<file path="src/sv/ecd_pkg.sv">
`timescale 1ns / 1ps

package ecd_pkg;

  // calendar constants
  localparam logic [31:0] LAST_SECOND     = 32'd4102444799;
  localparam logic [11:0] BASE_YEAR       = 12'd1970;
  localparam logic [11:0] LAST_YEAR       = 12'd2099;
  localparam logic [3:0]  LAST_MONTH      = 4'd11;
  localparam logic [4:0]  LAST_DAY        = 5'd30;
  localparam logic [4:0]  LAST_HOUR       = 5'd23;
  localparam logic [5:0]  LAST_MINSEC     = 6'd59;
  localparam logic [5:0]  MONTHS_PER_YEAR = 6'd12;
  localparam int          CYCLE_MONTHS    = 48;
  localparam logic [16:0] SECS_PER_DAY    = 17'd86400;
  localparam logic [10:0] DAYS_PER_CYCLE  = 11'd1461;
  localparam logic [11:0] SECS_PER_HOUR   = 12'd3600;
  localparam logic [5:0]  SECS_PER_MIN    = 6'd60;

  // reciprocals for constant division, exact over the ranges in use
  // seconds >> 7, then divide by 675
  localparam logic [25:0] DAY_RECIP  = 26'd50903317;
  localparam int          DAY_SHIFT  = 35;
  // days (< 47482) divided by 1461
  localparam logic [16:0] CYC_RECIP  = 17'd91868;
  localparam int          CYC_SHIFT  = 27;
  // time of day >> 4, then divide by 225
  localparam logic [13:0] HOUR_RECIP = 14'd9321;
  localparam int          HOUR_SHIFT = 21;
  // seconds of hour >> 2, then divide by 15
  localparam logic [10:0] MIN_RECIP  = 11'd1093;
  localparam int          MIN_SHIFT  = 14;

  // first day of each month inside the four-year cycle, third year leap
  localparam logic [10:0] MONTH_START [CYCLE_MONTHS] = '{
    11'd0,    11'd31,   11'd59,   11'd90,   11'd120,  11'd151,
    11'd181,  11'd212,  11'd243,  11'd273,  11'd304,  11'd334,
    11'd365,  11'd396,  11'd424,  11'd455,  11'd485,  11'd516,
    11'd546,  11'd577,  11'd608,  11'd638,  11'd669,  11'd699,
    11'd730,  11'd761,  11'd790,  11'd821,  11'd851,  11'd882,
    11'd912,  11'd943,  11'd974,  11'd1004, 11'd1035, 11'd1065,
    11'd1096, 11'd1127, 11'd1155, 11'd1186, 11'd1216, 11'd1247,
    11'd1277, 11'd1308, 11'd1339, 11'd1369, 11'd1400, 11'd1430
  };

endpackage

</file>
<file path="src/sv/ecd_ifs.sv">
`timescale 1ns / 1ps

// timestamp channel
interface ecd_in_if;
  logic        valid;
  logic        ready;
  logic [31:0] epoch_seconds;

  modport source (output valid, output epoch_seconds, input ready);
  modport sink   (input valid, input epoch_seconds, output ready);
endinterface

// civil date channel
interface ecd_out_if;
  logic        valid;
  logic        ready;
  logic [11:0] year;
  logic [3:0]  month_index;
  logic [4:0]  day_index;
  logic [4:0]  hour;
  logic [5:0]  minute;
  logic [5:0]  second;
  logic        saturated;

  modport source (output valid, output year, output month_index, output day_index,
                  output hour, output minute, output second, output saturated,
                  input ready);
  modport sink   (input valid, input year, input month_index, input day_index,
                  input hour, input minute, input second, input saturated,
                  output ready);
endinterface

</file>
<file path="src/sv/ecd_month_find.sv">
`timescale 1ns / 1ps

module ecd_month_find
  import ecd_pkg::*;
(
  input  logic [10:0] day_of_cycle,
  output logic [5:0]  month_of_cycle
);

  logic [CYCLE_MONTHS-1:1] past_start;

  // one compare per month boundary, gives a thermometer code
  always_comb begin
    for (int g = 1; g < CYCLE_MONTHS; g++) begin
      past_start[g] = (day_of_cycle >= MONTH_START[g]);
    end
  end

  // highest boundary passed is the month
  always_comb begin
    month_of_cycle = '0;
    for (int g = 1; g < CYCLE_MONTHS; g++) begin
      if (past_start[g]) begin
        month_of_cycle = 6'(g);
      end
    end
  end

endmodule

</file>
<file path="src/sv/epoch_seconds_to_civil_date.sv">
`timescale 1ns / 1ps

// Converts seconds since 1970-01-01 00:00:00 UTC into year, month, day,
// hour, minute and second, valid through 2099-12-31 23:59:59.
// Channels: epoch (sink) carries one timestamp per beat; date (source)
// carries one civil date per beat, valid/ready on both, a beat moves
// when valid and ready are both high at a rising edge of clk.
// Inputs past the end of 2099 are clamped to its last second and the
// result carries saturated = 1.
// Each accepted timestamp passes through the stage registers s1 to s5 and
// the output register before its date appears. Throughput: one beat per
// cycle while date.ready is high; each of the six register stages has at
// most one constant multiplier on its longest path.
// Stalls: when date.ready is low the output register holds its beat and
// earlier stages keep filling until every stage holds data; epoch.ready
// drops only then. Nothing is dropped or repeated.
// Reset: rst (synchronous, active high) clears all stage valid bits and
// holds epoch.ready low; the pipeline is empty and ready in the first
// cycle after reset.
module epoch_seconds_to_civil_date
  import ecd_pkg::*;
(
  input  logic     clk,
  input  logic     rst,
  ecd_in_if.sink   epoch,
  ecd_out_if.source date
);

  localparam int STAGES = 6;

  logic [STAGES:1]   v;
  logic [STAGES+1:1] adv;
  logic [STAGES:1]   v_up;

  // stage advance chain, a stage loads when empty or when it drains
  always_comb begin
    adv[STAGES+1] = date.ready;
    for (int k = STAGES; k >= 1; k--) begin
      adv[k] = !v[k] || adv[k+1];
    end
  end

  assign v_up = {v[STAGES-1:1], epoch.valid};
  assign epoch.ready = adv[1] && !rst;

  always_ff @(posedge clk) begin
    if (rst) begin
      v <= '0;
    end else begin
      for (int k = 1; k <= STAGES; k++) begin
        if (adv[k]) begin
          v[k] <= v_up[k];
        end
      end
    end
  end

  // stage 1: clamp, day count product
  logic [31:0] t_clamped;
  logic        t_sat;
  logic [31:0] s1_t;
  logic        s1_sat;
  logic [50:0] s1_prod;

  always_comb begin
    t_sat     = (epoch.epoch_seconds > LAST_SECOND);
    t_clamped = t_sat ? LAST_SECOND : epoch.epoch_seconds;
  end

  always_ff @(posedge clk) begin
    if (adv[1]) begin
      s1_t    <= t_clamped;
      s1_sat  <= t_sat;
      s1_prod <= t_clamped[31:7] * DAY_RECIP;
    end
  end

  // stage 2: day count and time of day
  logic [15:0] days;
  logic [32:0] day_secs;
  logic [31:0] tod_full;
  logic [15:0] s2_days;
  logic [16:0] s2_tod;
  logic        s2_sat;

  always_comb begin
    days     = s1_prod[50:DAY_SHIFT];
    day_secs = days * SECS_PER_DAY;
    tod_full = s1_t - day_secs[31:0];
  end

  always_ff @(posedge clk) begin
    if (adv[2]) begin
      s2_days <= days;
      s2_tod  <= tod_full[16:0];
      s2_sat  <= s1_sat;
    end
  end

  // stage 3: cycle and hour products
  logic [32:0] s3_cyc_prod;
  logic [26:0] s3_hour_prod;
  logic [15:0] s3_days;
  logic [16:0] s3_tod;
  logic        s3_sat;

  always_ff @(posedge clk) begin
    if (adv[3]) begin
      s3_cyc_prod  <= s2_days * CYC_RECIP;
      s3_hour_prod <= s2_tod[16:4] * HOUR_RECIP;
      s3_days      <= s2_days;
      s3_tod       <= s2_tod;
      s3_sat       <= s2_sat;
    end
  end

  // stage 4: day within cycle, hour, seconds within hour
  logic [5:0]  cycles;
  logic [5:0]  hour_wide;
  logic [16:0] cyc_days;
  logic [15:0] doff_full;
  logic [17:0] hour_secs;
  logic [16:0] remh_full;
  logic [5:0]  s4_cyc;
  logic [10:0] s4_doff;
  logic [4:0]  s4_hour;
  logic [11:0] s4_remh;
  logic        s4_sat;

  always_comb begin
    cycles    = s3_cyc_prod[32:CYC_SHIFT];
    hour_wide = s3_hour_prod[26:HOUR_SHIFT];
    cyc_days  = cycles * DAYS_PER_CYCLE;
    doff_full = s3_days - cyc_days[15:0];
    hour_secs = hour_wide * SECS_PER_HOUR;
    remh_full = s3_tod - hour_secs[16:0];
  end

  always_ff @(posedge clk) begin
    if (adv[4]) begin
      s4_cyc  <= cycles;
      s4_doff <= doff_full[10:0];
      s4_hour <= hour_wide[4:0];
      s4_remh <= remh_full[11:0];
      s4_sat  <= s3_sat;
    end
  end

  // stage 5: month of cycle, minute
  logic [5:0]  midx;
  logic [20:0] min_prod;
  logic [6:0]  minute_wide;
  logic [5:0]  s5_midx;
  logic [10:0] s5_doff;
  logic [5:0]  s5_cyc;
  logic [4:0]  s5_hour;
  logic [5:0]  s5_minute;
  logic [11:0] s5_remh;
  logic        s5_sat;

  ecd_month_find u_month_find (
    .day_of_cycle   (s4_doff),
    .month_of_cycle (midx)
  );

  always_comb begin
    min_prod    = s4_remh[11:2] * MIN_RECIP;
    minute_wide = min_prod[20:MIN_SHIFT];
  end

  always_ff @(posedge clk) begin
    if (adv[5]) begin
      s5_midx   <= midx;
      s5_doff   <= s4_doff;
      s5_cyc    <= s4_cyc;
      s5_hour   <= s4_hour;
      s5_minute <= minute_wide[5:0];
      s5_remh   <= s4_remh;
      s5_sat    <= s4_sat;
    end
  end

  // stage 6: year, month, day, second into the output register
  logic [1:0]  year_off;
  logic [5:0]  month_wide;
  logic [10:0] day_wide;
  logic [11:0] year_calc;
  logic [11:0] min_secs;
  logic [11:0] sec_wide;
  logic [11:0] o_year;
  logic [3:0]  o_month;
  logic [4:0]  o_day;
  logic [4:0]  o_hour;
  logic [5:0]  o_minute;
  logic [5:0]  o_second;
  logic        o_sat;

  always_comb begin
    if (s5_midx >= 3 * MONTHS_PER_YEAR) begin
      year_off = 2'd3;
    end else if (s5_midx >= 2 * MONTHS_PER_YEAR) begin
      year_off = 2'd2;
    end else if (s5_midx >= MONTHS_PER_YEAR) begin
      year_off = 2'd1;
    end else begin
      year_off = 2'd0;
    end
    month_wide = s5_midx - 6'(year_off * MONTHS_PER_YEAR);
    day_wide   = s5_doff - MONTH_START[s5_midx];
    year_calc  = BASE_YEAR + {4'd0, s5_cyc, 2'b00} + {10'd0, year_off};
    min_secs   = 12'(s5_minute * SECS_PER_MIN);
    sec_wide   = s5_remh - min_secs;
  end

  always_ff @(posedge clk) begin
    if (adv[6]) begin
      o_year   <= year_calc;
      o_month  <= month_wide[3:0];
      o_day    <= day_wide[4:0];
      o_hour   <= s5_hour;
      o_minute <= s5_minute;
      o_second <= sec_wide[5:0];
      o_sat    <= s5_sat;
    end
  end

  assign date.valid       = v[STAGES];
  assign date.year        = o_year;
  assign date.month_index = o_month;
  assign date.day_index   = o_day;
  assign date.hour        = o_hour;
  assign date.minute      = o_minute;
  assign date.second      = o_second;
  assign date.saturated   = o_sat;

  // checks
  a_fields_in_range: assert property (@(posedge clk) disable iff (rst)
    date.valid |-> (date.month_index <= LAST_MONTH) && (date.day_index <= LAST_DAY) &&
                   (date.hour <= LAST_HOUR) && (date.minute <= LAST_MINSEC) &&
                   (date.second <= LAST_MINSEC) && (date.year <= LAST_YEAR))
    else $error("civil date field out of range");

  a_saturated_is_last_second: assert property (@(posedge clk) disable iff (rst)
    (date.valid && date.saturated) |-> (date.year == LAST_YEAR) &&
      (date.month_index == LAST_MONTH) && (date.day_index == LAST_DAY) &&
      (date.hour == LAST_HOUR) && (date.minute == LAST_MINSEC) &&
      (date.second == LAST_MINSEC))
    else $error("clamped beat is not the last second of 2099");

  a_backpressure_only_when_full: assert property (@(posedge clk) disable iff (rst)
    !epoch.ready |-> ((&v) && !date.ready))
    else $error("input stalled while a stage is empty");

endmodule
</file>
<file path="src/flat_wrapper.sv">
// flat-port wrapper written by rule: the top's interface ports become plain ports
module epoch_seconds_to_civil_date_flat import ecd_pkg::*;
  (clk, rst, epoch_valid, epoch_epoch_seconds, epoch_ready, date_valid, date_year, date_month_index, date_day_index, date_hour, date_minute, date_second, date_saturated, date_ready);
  ecd_in_if epoch_i ();
  ecd_out_if date_i ();
  input  logic clk;
  input  logic rst;
  input wire logic [$bits(epoch_i.valid)-1:0] epoch_valid;
  input wire logic [$bits(epoch_i.epoch_seconds)-1:0] epoch_epoch_seconds;
  output wire logic [$bits(epoch_i.ready)-1:0] epoch_ready;
  output wire logic [$bits(date_i.valid)-1:0] date_valid;
  output wire logic [$bits(date_i.year)-1:0] date_year;
  output wire logic [$bits(date_i.month_index)-1:0] date_month_index;
  output wire logic [$bits(date_i.day_index)-1:0] date_day_index;
  output wire logic [$bits(date_i.hour)-1:0] date_hour;
  output wire logic [$bits(date_i.minute)-1:0] date_minute;
  output wire logic [$bits(date_i.second)-1:0] date_second;
  output wire logic [$bits(date_i.saturated)-1:0] date_saturated;
  input wire logic [$bits(date_i.ready)-1:0] date_ready;
  assign epoch_i.valid = epoch_valid;
  assign epoch_i.epoch_seconds = epoch_epoch_seconds;
  assign epoch_ready = epoch_i.ready;
  assign date_valid = date_i.valid;
  assign date_year = date_i.year;
  assign date_month_index = date_i.month_index;
  assign date_day_index = date_i.day_index;
  assign date_hour = date_i.hour;
  assign date_minute = date_i.minute;
  assign date_second = date_i.second;
  assign date_saturated = date_i.saturated;
  assign date_i.ready = date_ready;
  epoch_seconds_to_civil_date u_core (.clk(clk), .rst(rst), .epoch(epoch_i), .date(date_i));
endmodule
</file>
<file path="config.mk">
export PLATFORM = sky130hd
export DESIGN_NAME = epoch_seconds_to_civil_date_flat
export DESIGN_NICKNAME = d
export VERILOG_FILES = /design/src/sv/ecd_pkg.sv /design/src/sv/ecd_ifs.sv /design/src/sv/ecd_month_find.sv /design/src/sv/epoch_seconds_to_civil_date.sv /design/src/flat_wrapper.sv
export SDC_FILE = /design/constraint.sdc
export NUM_CORES = 2
export LEC_CHECK = 0
export BUFFER_PORTS_ARGS = -buffer_cell sky130_fd_sc_hd__buf_2
export CAP_MARGIN = 20
export CORE_ASPECT_RATIO = 1.5
export CORE_MARGIN = 5
export CORE_UTILIZATION = 30
export DETAILED_ROUTE_END_ITERATION = 8
export HOLD_SLACK_MARGIN = 0.1
export SYNTH_ARGS = -nofsm -noshare
export SYNTH_HDL_FRONTEND = slang
export SYNTH_SLANG_ARGS = --single-unit
</file>
<file path="constraint.sdc">
create_clock -name clk -period 9.2 [get_ports clk]
set_input_delay 0.46 -clock clk [delete_from_list [all_inputs] [get_ports clk]]
set_output_delay 0.46 -clock clk [all_outputs]
set_load 0.03 [all_outputs]
</file>
==> results.tsv <==
metric	value	unit
status	completed	
antenna-violating nets left	0	
drt wl/cell	15.9	um
Die Ht	385	um
Post-CTS Hold Buffers	0	
Worst setup EP type	flop	
final setup TNS	0	ns
max-slew violation count	0	
type of the worst setup path	input port to flop	
Max stage delay cell, worst path	a2111oi_0	
worst-skew pair later-pin latency	0.54	ns
Rows	137	
# setup viols final	0	
number of flops mapped to enable cells by yosys	213	
first-pass GRT wire length	100000	um
IO Count	77	
Initial Util	30.3	%
first drt pass iteration count	5	
CTS Root Cell	clkbuf_16	
Iteration-0 DRC Markers	740	
max frequency	126	MHz
Total GRT Usage	12.5	%
clock sink total	219	
CTS Buf Count	25	
unrepaired setup endpoints after global routing	false	
share of cells above drive strength 1	5.48	%
CTS H-Tree Depth	1	
PostCTS Resize Cnt	0	
Worst Path Max Fanout	27	
GP Congestion	0.937	
Horiz. Die Dim	260	um
post-layout minimum cycle time	7.92	ns
remaining global-route overflow	0	
family with the most delay on the worst path	adder cells	
max_cap viols	0	
Max-slew headroom	38.0	%
# DRC	0	
most frequent CP cell	fa_1	
Setup Skew	0.00859	ns
worst path bufs/invs	4	
Reg clk slew, reported paths	0.06	ns
antenna cells	0	
CTS max path bufs	3	
largest net degree at the start of global routing	38	
Ys Warns	0	
Cell Area, Synth	0.0282	sq mm
crit-path max cell delay	0.56	ns
core area	0.0931	sq mm
routed wire length	62100	um
number of nets in the layout	3642	
post-CTS setup buffer count	0	
fill cell count	9424	
Mapped Nets	3561	
Via density	4.55	
number of synthesized register bits	219	
Worst-Margin Slew	0.930	ns
number of global-route vias before repair	19300	
Synth Area per Inst	11.0	sq um
sequential fraction of the synthesis area	23.1	%
fin crit share	86.1	%
vias	17800	
CP arrival	8.20	ns
CP required	9.48	ns
CTS tree	built	
Mapped Cells	2564	
Hold Vio Cnt, Final	0	
Hold/Removal Path Class	input port to flop	
IO buf count	76	
Syn-to-layout area delta	9.85	%
FFs w/ async S/R, synth	0	%
antenna violations before repair	0	
Synth Flop Type	edfxtp_1	
Die Area	0.100	sq mm
Yosys cell types	67	
crit path launch type	input port	
half-perimeter wire length after detailed placement	54200	um
[cells in the final DEF, fill, tap and decap left out, drive strengths merged, types with 18 or more instances in the layout]
master	netlist	final
xnor2	69	69
ha	618	618
a21oi	108	108
a21o	55	55
fa	343	343
buf	6	89
edfxtp	213	213
nor2	68	68
nand2	78	78
nand3	18	18
nand2b	28	28
inv	606	608
o21ai	58	58
xor2	35	35
clkbuf	29	29
[worst reg2reg max path, delay by kind of cell, from the launching register on]
kind	cells	cell delay [ns]
adders and majority gates	7	3.35
DFF	1	0.51
xor gates and xnor gates	1	0.12
buffers and inverters	4	0.41
and+or+nand+nor	2	0.49
AOI/OAI and AO/OA	5	1.38
[flip-flops by register name, indices dropped and copies added (netlist names), 11 cells and up]
| signal | count |
|---|---|
| u_core.date.year | 12 |
| u_core.s4_doff | 11 |
| u_core.s1_prod | 18 |
| u_core.s2_days | 16 |
| u_core.s4_remh | 12 |
| u_core.s3_days | 11 |
| u_core.s3_tod | 12 |
| u_core.s2_tod | 17 |
| u_core.s1_t | 15 |
[logic make-up (layout without fill, tap and decap cells)]
logic type,after synthesis,after routing,synth area share [%]
fa+ha+maj,963,963,51.9
buf+inv,642,741,8.56
compound gates,343,343,7.93
simple gates,289,289,5.06
flops,219,219,23.1
xor+xnor,104,104,3.23
mux,4,4,0.231
[per-layer routing]
metal	routed length (um)	track usage, %	vias up	share of wire [%]
met3	1530	0.889	105	2.5
met2	33600	24.4	296	54
li1	-	-	8699	-
met1	24300	14.1	8713	39
met4	2600	4.52	0	4.2
met5	0	0	-	0
[synthesized netlist by cell type (3+ instances only)]
master | n | share of area, %
o31ai_1 | 7 | 0.19
nor4_1 | 10 | 0.22
o41ai_1 | 3 | 0.093
a21o_1 | 55 | 1.5
a2111oi_0 | 4 | 0.12
dfxtp_1 | 6 | 0.43
a221oi_1 | 5 | 0.16
or3_1 | 7 | 0.16
clkbuf_1 | 29 | 0.39
buf_1 | 5 | 0.067
xor2_1 | 35 | 1.1
edfxtp_1 | 213 | 23
or2_2 | 7 | 0.16
nand3_1 | 18 | 0.32
o21bai_1 | 11 | 0.29
and3_1 | 9 | 0.20
nand2b_1 | 28 | 0.62
a32oi_1 | 3 | 0.093
nor2b_1 | 14 | 0.31
fa_1 | 343 | 24
o211ai_1 | 10 | 0.27
o21a_1 | 12 | 0.32
o31a_1 | 3 | 0.093
a311oi_1 | 6 | 0.19
o21ai_0 | 58 | 1.0
a31o_2 | 3 | 0.093
nor3_1 | 15 | 0.27
inv_1 | 606 | 8.1
xnor2_1 | 69 | 2.1
ha_1 | 618 | 27
nand4_1 | 16 | 0.36
a211oi_1 | 12 | 0.32
a21oi_1 | 107 | 1.9
nor2_1 | 68 | 0.91
and2_1 | 8 | 0.18
nand3b_1 | 5 | 0.13
a21boi_0 | 7 | 0.19
a31oi_1 | 13 | 0.29
nand2_1 | 77 | 1.0
[final cells by class]
| cell class | instances | area [sq um] | area share, % |
|---|---|---|---|
| Clock buffer | 29 | 641 | 2.07 |
| Clock inverter | 16 | 206 | 0.667 |
| Inverter | 607 | 2280 | 7.36 |
| Multi-Input combinational cell | 1703 | 19300 | 62.2 |
| Sequential cell | 219 | 6520 | 21.1 |
| Tap cell | 1251 | 1570 | 5.06 |
| Timing Repair Buffer | 89 | 490 | 1.58 |
[through the flow]
stage          util [%]  setup WS [ns]  cell area (sq um)  hold WS [ns]  cells
6_report           33.3           1.28              31000         0.187   3914
5_1_grt            33.3          0.814              31000         0.182   3914
4_1_cts            33.2           1.29              30900         0.147   3913
3_5_place_dp       32.3          0.738              30100         0.405   3868
3_3_place_gp       32.3          0.882              30100         0.403   3868
2_1_floorplan         -           1.57              28200         0.400   2564
[final timing paths]
| kind | cells past startpoint | start | endpoint | slack, ns |
|---|---|---|---|---|
| worst min-delay path | 2 | rst | u_core.v[3] | 0.19 |
| worst max register to register | 19 | u_core.s2_days[10] | u_core.s3_cyc_prod[32] | 2.71 |
| worst min register to register | 0 | u_core.s3_tod[2] | u_core.s4_remh[2] | 0.41 |
| worst max-delay path | 26 | epoch_epoch_seconds[29] | u_core.s1_prod[49] | 1.28 |
Power is not shown: default switching activity piles up to over one toggle a cycle in this logic, so the estimate is an artifact.
